<file path="src/design/wnpm_pkg.sv">
// Shared types and constants for the wildcard nibble pattern matcher.
// No dependencies; used by every module of the block.
package wnpm_pkg;

    localparam int MAX_NIBBLES_DEF = 16;
    localparam int INDEX_BITS_DEF  = 32;

    localparam int PAT_BITS    = 64;
    localparam int CARE_BITS   = 16;
    localparam int LEN_BITS    = 5;
    localparam int CFG_IDX_BITS = 2;
    localparam int START_BITS  = 32;
    localparam int MIN_LENGTH  = 3;

    localparam int IN_DATA_BITS  = 8;
    localparam int IN_USER_BITS  = 1;
    localparam int OUT_DATA_BITS = 72;

    localparam logic [CFG_IDX_BITS-1:0] CFG_PATTERN = 2'd0;
    localparam logic [CFG_IDX_BITS-1:0] CFG_CARE    = 2'd1;
    localparam logic [CFG_IDX_BITS-1:0] CFG_LENGTH  = 2'd2;

    localparam logic [PAT_BITS-1:0]  PATTERN_RST = '0;
    localparam logic [CARE_BITS-1:0] CARE_RST    = '1;
    localparam logic [LEN_BITS-1:0]  LENGTH_RST  = 5'd16;

    // pattern re-ordered so that window nibble j (0 = newest) lines up with pat[4j+:4]
    typedef struct packed {
        logic [PAT_BITS-1:0]  pat;
        logic [CARE_BITS-1:0] care;
        logic [LEN_BITS-1:0]  len;
        logic [LEN_BITS-1:0]  len_m1;
    } t_match_cfg;

endpackage

</file>
<file path="src/design/wnpm_cfg.sv">
// Configuration registers and the aligned pattern/care view derived from them.
// Depends on wnpm_pkg.
module wnpm_cfg #(
    parameter int MAX_NIBBLES = wnpm_pkg::MAX_NIBBLES_DEF
) (
    input  logic                               i_clk,
    input  logic                               i_rst_n,
    input  logic                               i_cfg_we,
    input  logic [wnpm_pkg::CFG_IDX_BITS-1:0]  i_cfg_idx,
    input  logic [wnpm_pkg::PAT_BITS-1:0]      i_cfg_data,
    output wnpm_pkg::t_match_cfg               o_cfg
);

    logic [wnpm_pkg::PAT_BITS-1:0]  r_pattern;
    logic [wnpm_pkg::CARE_BITS-1:0] r_care;
    logic [wnpm_pkg::LEN_BITS-1:0]  r_length;

    wnpm_pkg::t_match_cfg r_cfg, n_cfg;

    always_ff @(posedge i_clk) begin
        if (!i_rst_n) begin
            r_pattern <= wnpm_pkg::PATTERN_RST;
            r_care    <= wnpm_pkg::CARE_RST;
            r_length  <= wnpm_pkg::LENGTH_RST;
        end else if (i_cfg_we) begin
            case (i_cfg_idx)
                wnpm_pkg::CFG_PATTERN: r_pattern <= i_cfg_data;
                wnpm_pkg::CFG_CARE:    r_care    <= i_cfg_data[wnpm_pkg::CARE_BITS-1:0];
                wnpm_pkg::CFG_LENGTH:  r_length  <= i_cfg_data[wnpm_pkg::LEN_BITS-1:0];
                default: ;
            endcase
        end
    end

    always_comb begin
        logic [wnpm_pkg::LEN_BITS-1:0] v_len;
        logic [3:0]                    v_sel;
        v_len = r_length;
        if (v_len < wnpm_pkg::LEN_BITS'(wnpm_pkg::MIN_LENGTH)) begin
            v_len = wnpm_pkg::LEN_BITS'(wnpm_pkg::MIN_LENGTH);
        end
        if (v_len > wnpm_pkg::LEN_BITS'(MAX_NIBBLES)) begin
            v_len = wnpm_pkg::LEN_BITS'(MAX_NIBBLES);
        end
        n_cfg.len    = v_len;
        n_cfg.len_m1 = v_len - 5'd1;
        n_cfg.pat    = '0;
        n_cfg.care   = '0;
        for (int j = 0; j < wnpm_pkg::CARE_BITS; j++) begin
            v_sel = 4'(n_cfg.len_m1 - wnpm_pkg::LEN_BITS'(j));
            if (wnpm_pkg::LEN_BITS'(j) < v_len) begin
                n_cfg.pat[4*j +: 4] = r_pattern[4*v_sel +: 4];
                n_cfg.care[j]       = r_care[v_sel];
            end
        end
    end

    // derived view is registered from the raw registers; writes must happen only when idle, not enforced here
    always_ff @(posedge i_clk) begin
        r_cfg <= n_cfg;
    end

    assign o_cfg = r_cfg;

endmodule

</file>
<file path="src/design/wnpm_cmp.sv">
// One nibble step: window compare against the aligned pattern and state update.
// Depends on wnpm_pkg.
module wnpm_cmp #(
    parameter int MAX_NIBBLES = wnpm_pkg::MAX_NIBBLES_DEF,
    parameter int INDEX_BITS  = wnpm_pkg::INDEX_BITS_DEF,
    localparam int WIN_BITS   = 4 * (MAX_NIBBLES - 1),
    localparam int SEEN_BITS  = $clog2(MAX_NIBBLES + 1)
) (
    input  wnpm_pkg::t_match_cfg  i_cfg,
    input  logic [WIN_BITS-1:0]   i_win,
    input  logic [SEEN_BITS-1:0]  i_seen,
    input  logic [INDEX_BITS-1:0] i_idx,
    input  logic [3:0]            i_nib,
    output logic                  o_hit,
    output logic [INDEX_BITS-1:0] o_start,
    output logic [WIN_BITS-1:0]   o_win,
    output logic [SEEN_BITS-1:0]  o_seen,
    output logic [INDEX_BITS-1:0] o_idx
);

    logic [4*MAX_NIBBLES-1:0] hist;
    logic [MAX_NIBBLES-1:0]   pos_ok;
    logic                     full_ok;

    assign hist = {i_win, i_nib};

    always_comb begin
        for (int j = 0; j < MAX_NIBBLES; j++) begin
            pos_ok[j] = !i_cfg.care[j] || (hist[4*j +: 4] == i_cfg.pat[4*j +: 4]);
        end
    end

    assign full_ok = (6'(i_seen) + 6'd1) >= 6'(i_cfg.len);
    assign o_hit   = full_ok && (&pos_ok);
    assign o_start = o_hit ? (i_idx - INDEX_BITS'(i_cfg.len_m1)) : '0;

    assign o_win  = hist[WIN_BITS-1:0];
    assign o_seen = (i_seen == SEEN_BITS'(MAX_NIBBLES)) ? i_seen : i_seen + 1'b1;
    assign o_idx  = i_idx + 1'b1;

endmodule

</file>
<file path="src/design/wildcard_nibble_pattern_matcher.sv">
// Top level of the wildcard nibble pattern matcher: stream ports, input and result registers.
// Depends on wnpm_pkg, wnpm_cfg and wnpm_cmp.
//
//  channel   | direction | transfer carries
//  s_axis    | in        | tdata: data_byte [7:0]; tuser: stream_start [0]
//  m_axis    | out       | tdata: hit_high, start_high, hit_low, start_low
//  cfg       | in        | register index and write data, no handshake
//
// One byte per cycle sustained while the result side is ready; an input transfer loads the input
// register, which then loads the result register from which the result transfer is made.
// The input register feeds two chained nibble compares that load the result register.
// A stalled result holds the input register; the input side keeps taking transfers
// while the input register is empty, or the result register is free or being drained.
// Reset (synchronous, active low) empties both registers and clears the window state.
module wildcard_nibble_pattern_matcher #(
    parameter int MAX_NIBBLES = wnpm_pkg::MAX_NIBBLES_DEF,
    parameter int INDEX_BITS  = wnpm_pkg::INDEX_BITS_DEF
) (
    input  logic                                 i_clk,
    input  logic                                 i_rst_n,
    input  logic                                 i_cfg_we,
    input  logic [wnpm_pkg::CFG_IDX_BITS-1:0]    i_cfg_idx,
    input  logic [wnpm_pkg::PAT_BITS-1:0]        i_cfg_data,
    input  logic                                 s_axis_tvalid,
    output logic                                 s_axis_tready,
    // [7:0] data_byte
    input  logic [wnpm_pkg::IN_DATA_BITS-1:0]    s_axis_tdata,
    // [0] stream_start
    input  logic [wnpm_pkg::IN_USER_BITS-1:0]    s_axis_tuser,
    output logic                                 m_axis_tvalid,
    input  logic                                 m_axis_tready,
    // [0] hit_high, [32:1] start_high, [33] hit_low, [65:34] start_low, [71:66] zero
    output logic [wnpm_pkg::OUT_DATA_BITS-1:0]   m_axis_tdata
);

    localparam int WIN_BITS  = 4 * (MAX_NIBBLES - 1);
    localparam int SEEN_BITS = $clog2(MAX_NIBBLES + 1);

    wnpm_pkg::t_match_cfg cfg;

    logic                                r_in_vld;
    logic [wnpm_pkg::IN_DATA_BITS-1:0]   r_in_byte;
    logic                                r_in_start;

    logic [WIN_BITS-1:0]                 r_win;
    logic [SEEN_BITS-1:0]                r_seen;
    logic [INDEX_BITS-1:0]               r_idx;

    logic                                r_out_vld;
    logic [wnpm_pkg::OUT_DATA_BITS-1:0]  r_out_data;

    logic                  proc;
    logic [WIN_BITS-1:0]   cur_win;
    logic [SEEN_BITS-1:0]  cur_seen;
    logic [INDEX_BITS-1:0] cur_idx;

    logic                  hi_hit,   lo_hit;
    logic [INDEX_BITS-1:0] hi_start, lo_start;
    logic [WIN_BITS-1:0]   hi_win,   lo_win;
    logic [SEEN_BITS-1:0]  hi_seen,  lo_seen;
    logic [INDEX_BITS-1:0] hi_idx,   lo_idx;

    wnpm_cfg #(
        .MAX_NIBBLES (MAX_NIBBLES)
    ) u_cfg (
        .i_clk      (i_clk),
        .i_rst_n    (i_rst_n),
        .i_cfg_we   (i_cfg_we),
        .i_cfg_idx  (i_cfg_idx),
        .i_cfg_data (i_cfg_data),
        .o_cfg      (cfg)
    );

    assign proc          = r_in_vld && (!r_out_vld || m_axis_tready);
    assign s_axis_tready = !r_in_vld || proc;

    assign cur_win  = r_in_start ? '0 : r_win;
    assign cur_seen = r_in_start ? '0 : r_seen;
    assign cur_idx  = r_in_start ? '0 : r_idx;

    wnpm_cmp #(
        .MAX_NIBBLES (MAX_NIBBLES),
        .INDEX_BITS  (INDEX_BITS)
    ) u_cmp_hi (
        .i_cfg   (cfg),
        .i_win   (cur_win),
        .i_seen  (cur_seen),
        .i_idx   (cur_idx),
        .i_nib   (r_in_byte[7:4]),
        .o_hit   (hi_hit),
        .o_start (hi_start),
        .o_win   (hi_win),
        .o_seen  (hi_seen),
        .o_idx   (hi_idx)
    );

    wnpm_cmp #(
        .MAX_NIBBLES (MAX_NIBBLES),
        .INDEX_BITS  (INDEX_BITS)
    ) u_cmp_lo (
        .i_cfg   (cfg),
        .i_win   (hi_win),
        .i_seen  (hi_seen),
        .i_idx   (hi_idx),
        .i_nib   (r_in_byte[3:0]),
        .o_hit   (lo_hit),
        .o_start (lo_start),
        .o_win   (lo_win),
        .o_seen  (lo_seen),
        .o_idx   (lo_idx)
    );

    always_ff @(posedge i_clk) begin
        if (!i_rst_n) begin
            r_in_vld <= 1'b0;
        end else if (s_axis_tready) begin
            r_in_vld <= s_axis_tvalid;
        end
    end

    always_ff @(posedge i_clk) begin
        if (s_axis_tvalid && s_axis_tready) begin
            r_in_byte  <= s_axis_tdata;
            r_in_start <= s_axis_tuser[0];
        end
    end

    always_ff @(posedge i_clk) begin
        if (!i_rst_n) begin
            r_win  <= '0;
            r_seen <= '0;
            r_idx  <= '0;
        end else if (proc) begin
            r_win  <= lo_win;
            r_seen <= lo_seen;
            r_idx  <= lo_idx;
        end
    end

    always_ff @(posedge i_clk) begin
        if (!i_rst_n) begin
            r_out_vld <= 1'b0;
        end else if (proc) begin
            r_out_vld <= 1'b1;
        end else if (m_axis_tready) begin
            r_out_vld <= 1'b0;
        end
    end

    always_ff @(posedge i_clk) begin
        if (proc) begin
            r_out_data <= {6'd0,
                           wnpm_pkg::START_BITS'(lo_start), lo_hit,
                           wnpm_pkg::START_BITS'(hi_start), hi_hit};
        end
    end

    assign m_axis_tvalid = r_out_vld;
    assign m_axis_tdata  = r_out_data;

    a_seen_sat: assert property (@(posedge i_clk) disable iff (!i_rst_n)
        r_seen <= SEEN_BITS'(MAX_NIBBLES))
        else $error("nibble count beyond window depth");

    a_no_hit_zero: assert property (@(posedge i_clk) disable iff (!i_rst_n)
        (r_out_vld && !r_out_data[0]) |-> (r_out_data[32:1] == '0))
        else $error("start index set without a high-nibble hit");

    a_restart_idx: assert property (@(posedge i_clk) disable iff (!i_rst_n)
        (proc && r_in_start) |=> (r_idx == INDEX_BITS'(2)))
        else $error("nibble index not restarted by stream start");

    a_in_hold: assert property (@(posedge i_clk) disable iff (!i_rst_n)
        (r_in_vld && !proc) |=> (r_in_vld && $stable(r_in_byte) && $stable(r_win)))
        else $error("held input or window changed during a stall");

endmodule

</file>
<file path="config.mk">
export PLATFORM = sky130hd
export DESIGN_NAME = wildcard_nibble_pattern_matcher
export DESIGN_NICKNAME = d
export VERILOG_FILES = /design/src/design/wnpm_pkg.sv /design/src/design/wnpm_cfg.sv /design/src/design/wnpm_cmp.sv /design/src/design/wildcard_nibble_pattern_matcher.sv
export SDC_FILE = /design/constraint.sdc
export NUM_CORES = 1
export LEC_CHECK = 0
export BUFFER_PORTS_ARGS = -buffer_cell sky130_fd_sc_hd__buf_2
export CORE_MARGIN = 5
export CORE_UTILIZATION = 62
export DETAILED_ROUTE_END_ITERATION = 16
export HOLD_SLACK_MARGIN = 0.15
export PLACE_DENSITY = 0.82
export SLEW_MARGIN = 20
export SYNTH_ARGS = -nofsm -noshare
export SYNTH_HDL_FRONTEND = slang
export SYNTH_SLANG_ARGS = --single-unit
</file>
<file path="constraint.sdc">
create_clock -name i_clk -period 7.1 [get_ports i_clk]
set_input_delay 1.42 -clock i_clk [delete_from_list [all_inputs] [get_ports i_clk]]
set_output_delay 1.42 -clock i_clk [all_outputs]
set_load 0.1 [all_outputs]
</file>
# Word-level counts from Yosys, hierarchy flattened
# Cells that the tools add are included.
# classes
addsub,24
mul,0
div_mod_pow,0
order_cmp,36
n_eq_ne,36
shifts,16
mux,41
bitwise_logic,0
reduce_logical,63
# op_table
cell,n
$shiftx 64x7->4,16
$eq 4x4->1,32
$lt 4x5->1 const B,16
$add 32x1->32 const B,2
$bmux 1 s4,16
$sub 32x5->32,2
$mux 60,1
$lt 4x5->1 const A,8
$logic_or 1x1->1,34
$mux 32,1
$reduce_and 16->1,2
$sub 4x4->4 const B,8
$mux 5,5
$lt 3x5->1 const A,4
$logic_not 1->1,18
$mux 1,18
$sub 4x3->4 const B,4
$add 5x1->6 const B,2
$ge 6x5->1,2
$add 5x1->5 const B,2
$eq 5x5->1 const B,2
$lt 1x5->1 const A,2
$lt 2x5->1 const A,2
$sub 4x2->4 const B,2
10 further kinds,15
# totals
reg_bits,349
latch_bits,0
ram_bits,0
mem_bits_ro,0
input_bits,80
out_inout_bits,74
wordCells,263
mem_count,0

# Depth between registers and ports, before layout
# depth
word_depth,8
ltp_mapped,22
depth_no_buf,14

# By module
# Synthesis repeated with hierarchy kept, for this count alone.
# hier_totals
cells_unflattened,2547
area_unflattened_um2,22151.2
# modules_own_cells
module,n_inst,cells_each,area_per_inst_um2,seq_area_each_um2
wnpm_cfg,1,1072,9128.8,3503.4
wildcard_nibble_pattern_matcher,1,619,6904.1,4234.1
wnpm_cmp at u_cmp_lo,1,434,3099.2,0.0
wnpm_cmp at u_cmp_hi,1,422,3019.1,0.0

# Worst setup path after synthesis
# Ideal clock, no wire load.
# synth_path
path_type,register to register
startpoint,register r_in_start
endpoint,"register r_out_data, in the netlist m_axis_tdata[58] (data pin)"
setup_time_ns,0.147
arrival_ns,5.137
required_ns,6.953
slack_ns,1.817
path_stages_with_launch,20
n_path_buf,9
period_less_slack_ns,5.283
path_cell_list,edfxtp_1 > buf_4 > buf_2 > buf_4 > buf_2 > buf_2 > buf_1 > clkbuf_1 > clkbuf_1 > clkbuf_1 > nor2b_1 > ha_1 > nand3_1 > nor4_1 > mux2i_1 > nand3_1 > or4_1 > or3_4 > or4_1 > a21oi_1
# synth_between
elab_chain_len,6
elab_cells_between_ends,40
classes_between,add/sub (4); order compare (1); eq/ne (15); mux (4); reduce/logical (16)
# synth_lines
element,line,rtl
from (decl),wildcard_nibble_pattern_matcher.sv:43,logic r_in_start;
from (signal assigned),wildcard_nibble_pattern_matcher.sv:124,r_in_start <= s_axis_tuser[0];
"parallel branches: the longest is 6 deep, another holds $add 32x1->32",--,
to (signal assigned),wildcard_nibble_pattern_matcher.sv:152,"r_out_data <= {6'd0,"
to (decl),wildcard_nibble_pattern_matcher.sv:50,logic [wnpm_pkg::OUT_DATA_BITS-1:0] r_out_data;
# Several ways; the timed one is not identified.
# A chain may end at the register's enable or synchronous reset.

# Worst setup path after layout
# layout_path
startpoint,register r_in_start
endpoint,"register r_out_data, in the netlist m_axis_tdata[60] (data pin)"
# layout_between
elab_cells_between_ends,40
classes_between,add/sub (4); order compare (1); eq/ne (15); mux (4); reduce/logical (16)
# layout_lines
element,line,rtl
$mux 32,wildcard_nibble_pattern_matcher.sv:79,assign cur_idx = r_in_start ? '0 : r_idx;
net cur_idx[0],wildcard_nibble_pattern_matcher.sv:55,logic [INDEX_BITS-1:0] cur_idx;
$add 32x1->32,wnpm_cmp.sv:39,assign o_idx = i_idx + 1'b1;
$sub 32x5->32,wnpm_cmp.sv:35,assign o_start = o_hit ? (i_idx - INDEX_BITS'(i_cfg.len_m1)) : '0;
# The timed path passes the listed nets, and every way through them passes these cells.

==> run metrics <==
status finished clean; leakage power 0.00941 uW; Slew headroom 28.0%; die width approximately 200 um; GRT Total Usage between 30% and 40%; routability cong. 1.03; Adder-Cell Fraction of Synth Area 2.38%; Synth area leaders dfxtp_1, edfxtp_1, mux2i_1; routing usage on met3 6.33%; Worst Setup Start Kind flip-flop; post-synthesis sequential area ratio 35.5%; total grt overflow 0; Final Max Tran Viols 0; CTS Buf Count 38; total routed wirelength roughly 66 mm; Longest Clk Path Bufs 3; Post-CTS Hold Fix Bufs 0; worst min path class reg2reg; Die Ht 198 um; largest net degree at the start of global routing 181; Design Area, Final roughly 24000 sq um; met2 Resource Use GR 49.8%; worst vdd ir approximately 0.00019 V; Most Crowded Layer GR met2; grt met1 use 46.4%; Post-DP HPWL 48.3 mm; # IOs 154; Synth Flop Type dfxtp_1; Residual DRC 0; Tcrit/Tclk final 73.9%; Synth Area in Simple Gates 23.7%; total negative slack 0 ns; Post-Syn Instances between 2000 and 3000; vias in the first global route 18453; placed inst area 22600 sq um; DR vias 19987; Max Freq 191 MHz; complex-gate fraction of the synthesized area 16.6%; WS Path Type reg2reg; dominant cell type by area after synthesis dfxtp_1; Crit Path Max Fanout 17; layout cell share with drive strength beyond 1 11.7%; CTS Root Cell clkbuf_16; synthesized area per cell 8.62 sq um; DR WL/cell between 20 and 25 um; Post-Synthesis Cell Area 21800 sq um; most common cell after layout, fill and taps aside nand2_1; Post-DRT Antenna Nets 0; Initial DRC Count roughly 2200; crit path capture type flip-flop; area grow syn2layout 10.1%; main combinational cell family by area after synthesis simple AND/OR/NAND/NOR gates; die area 39000 sq um; Starting Density a little over three fifths; ys async rst share 0%; NumNets Final 2688; Clk Latency, worst-skew pair about 0.55 ns; first-pass GRT wire length 103 mm; post-synth top area share 25.2%; cts repair resizes 0; XOR/XNOR Fraction of Synth Area 6.19%; pwr/cell area ~220 nW/um^2; initial antenna violation count 1; buffers inserted by post-CTS timing repair 0; WP data required 7.49 ns; RSZ-0062 raised after global routing no; H-tree Lvls 2; Via density 6.55; worst slew pin tran around 1.1 ns; min cycle time layout approximately 5.2 ns; Setup Viol. Count Final 0; Post-synth EDFFs 75; Worst Path Arrival 5.63 ns; Reg clk slew, reported paths 0.06 ns; Ys Warns 0; max-cap violation count 0; Site Rows 68; core area 34600 sq um; multiplexer area fraction after synthesis about an eighth; IO Port Bufs 147; hold violation count in the final report 0; Clock Sinks 349; final setup skew ~0.017 ns; CTS tree done; FF+latch count, synth 349; DR pass1 iterations 7; leading cell types in the layout, fill and taps excluded nand2_1, dfxtp_1, nor2_1; number of distinct library cells after synthesis 87; Inserted Diodes 0
## state kept, by name, summed over array words and instances (netlist names)
name	count
u_cfg.r_pattern	64
r_win	60
r_in_vld	1
u_cfg.r_length	5
m_axis_tvalid	1
r_in_byte	8
r_seen	5
r_idx	32
m_axis_tdata	66
u_cfg.o_cfg	90
u_cfg.r_care	16
r_in_start	1
## final cells by class
cell class | count | area, sq um
Timing Repair Buffer | 166 | 895
Inverter | 45 | 175
Tap cell | 455 | 569
Clock inverter | 15 | 245
Multi-Input combinational cell | 1968 | 13300
Fill cell | 2725 | 10600
Clock buffer | 54 | 1140
Sequential cell | 349 | 7740
## critical path, stage by stage, from the launching register on
cell	delay [ns]
edfxtp_1	0.57
inv_2	0.12
buf_4	0.31
nand2_1	0.16
inv_1	0.12
ha_1	0.30
and3_1	0.26
nor4b_1	0.34
mux2i_1	0.66
nand3_1	0.30
or4_1	0.84
or3_4	0.51
or4_1	0.43
a21oi_1	0.18
## worst paths after layout
check,depth (start not counted),end,slack (ns),startpoint
max,13,m_axis_tdata[60]$_SDFFCE_PN0P_,1.86,r_in_start$_DFFE_PP_
min,2,u_cfg.r_pattern[21]$_SDFFE_PN0P_,0.49,u_cfg.r_pattern[21]$_SDFFE_PN0P_
max reg2reg,13,m_axis_tdata[60]$_SDFFCE_PN0P_,1.86,r_in_start$_DFFE_PP_
min reg2reg,2,u_cfg.r_pattern[21]$_SDFFE_PN0P_,0.49,u_cfg.r_pattern[21]$_SDFFE_PN0P_
## per-stage QoR
step                      hold WS, ns  util [%]  setup WS, ns  cells  power (uW)
final                           0.486      69.3          1.86   3052        5300
after floorplan                 0.454         -          1.82   2535        2900
after CTS                       0.484      69.3          2.05   3052        5290
after global placement          0.466      65.3          2.28   2983        3110
after global routing            0.511      69.3          1.55   3052        5480
after detailed placement        0.476      65.3          2.07   2983        3140
## report_power, final
part	switching [uW]	leakage [uW]	internal [uW]
Clock	833	0.000675	1340
Combinational	562	0.00580	306
Sequential	136	0.00294	2120
## metal layers
metal,part of all wire [%],vias up
li1,-,9306
met1,41,9485
met3,11,146
met5,0,-
met4,4.1,0
met2,44,1050
## cells in the mapped netlist (all sizes together) (20+ instances only)
cell    count
clkbuf    129
a211oi     73
nor2      249
a21oi     174
inv        43
nand4      26
and2       60
xnor2     119
nor4       25
and3       79
buf        44
nand2     310
o32ai      37
ha         39
a31oi      27
nor2b      76
a32oi      37
mux2i     159
xor2       35
o21ai      57
a21o       20
edfxtp     75
nor3       32
mux4       40
nor4bb     21
nand3      58
dfxtp     274
## logic make-up after synthesis
logic type / Yosys count
simple gates: 1027
compound gates: 537
flops: 349
buf+inv: 218
mux: 203
xor+xnor: 154
fa+ha+maj: 41
other cells: 1
(Power assumes the default switching activity.)
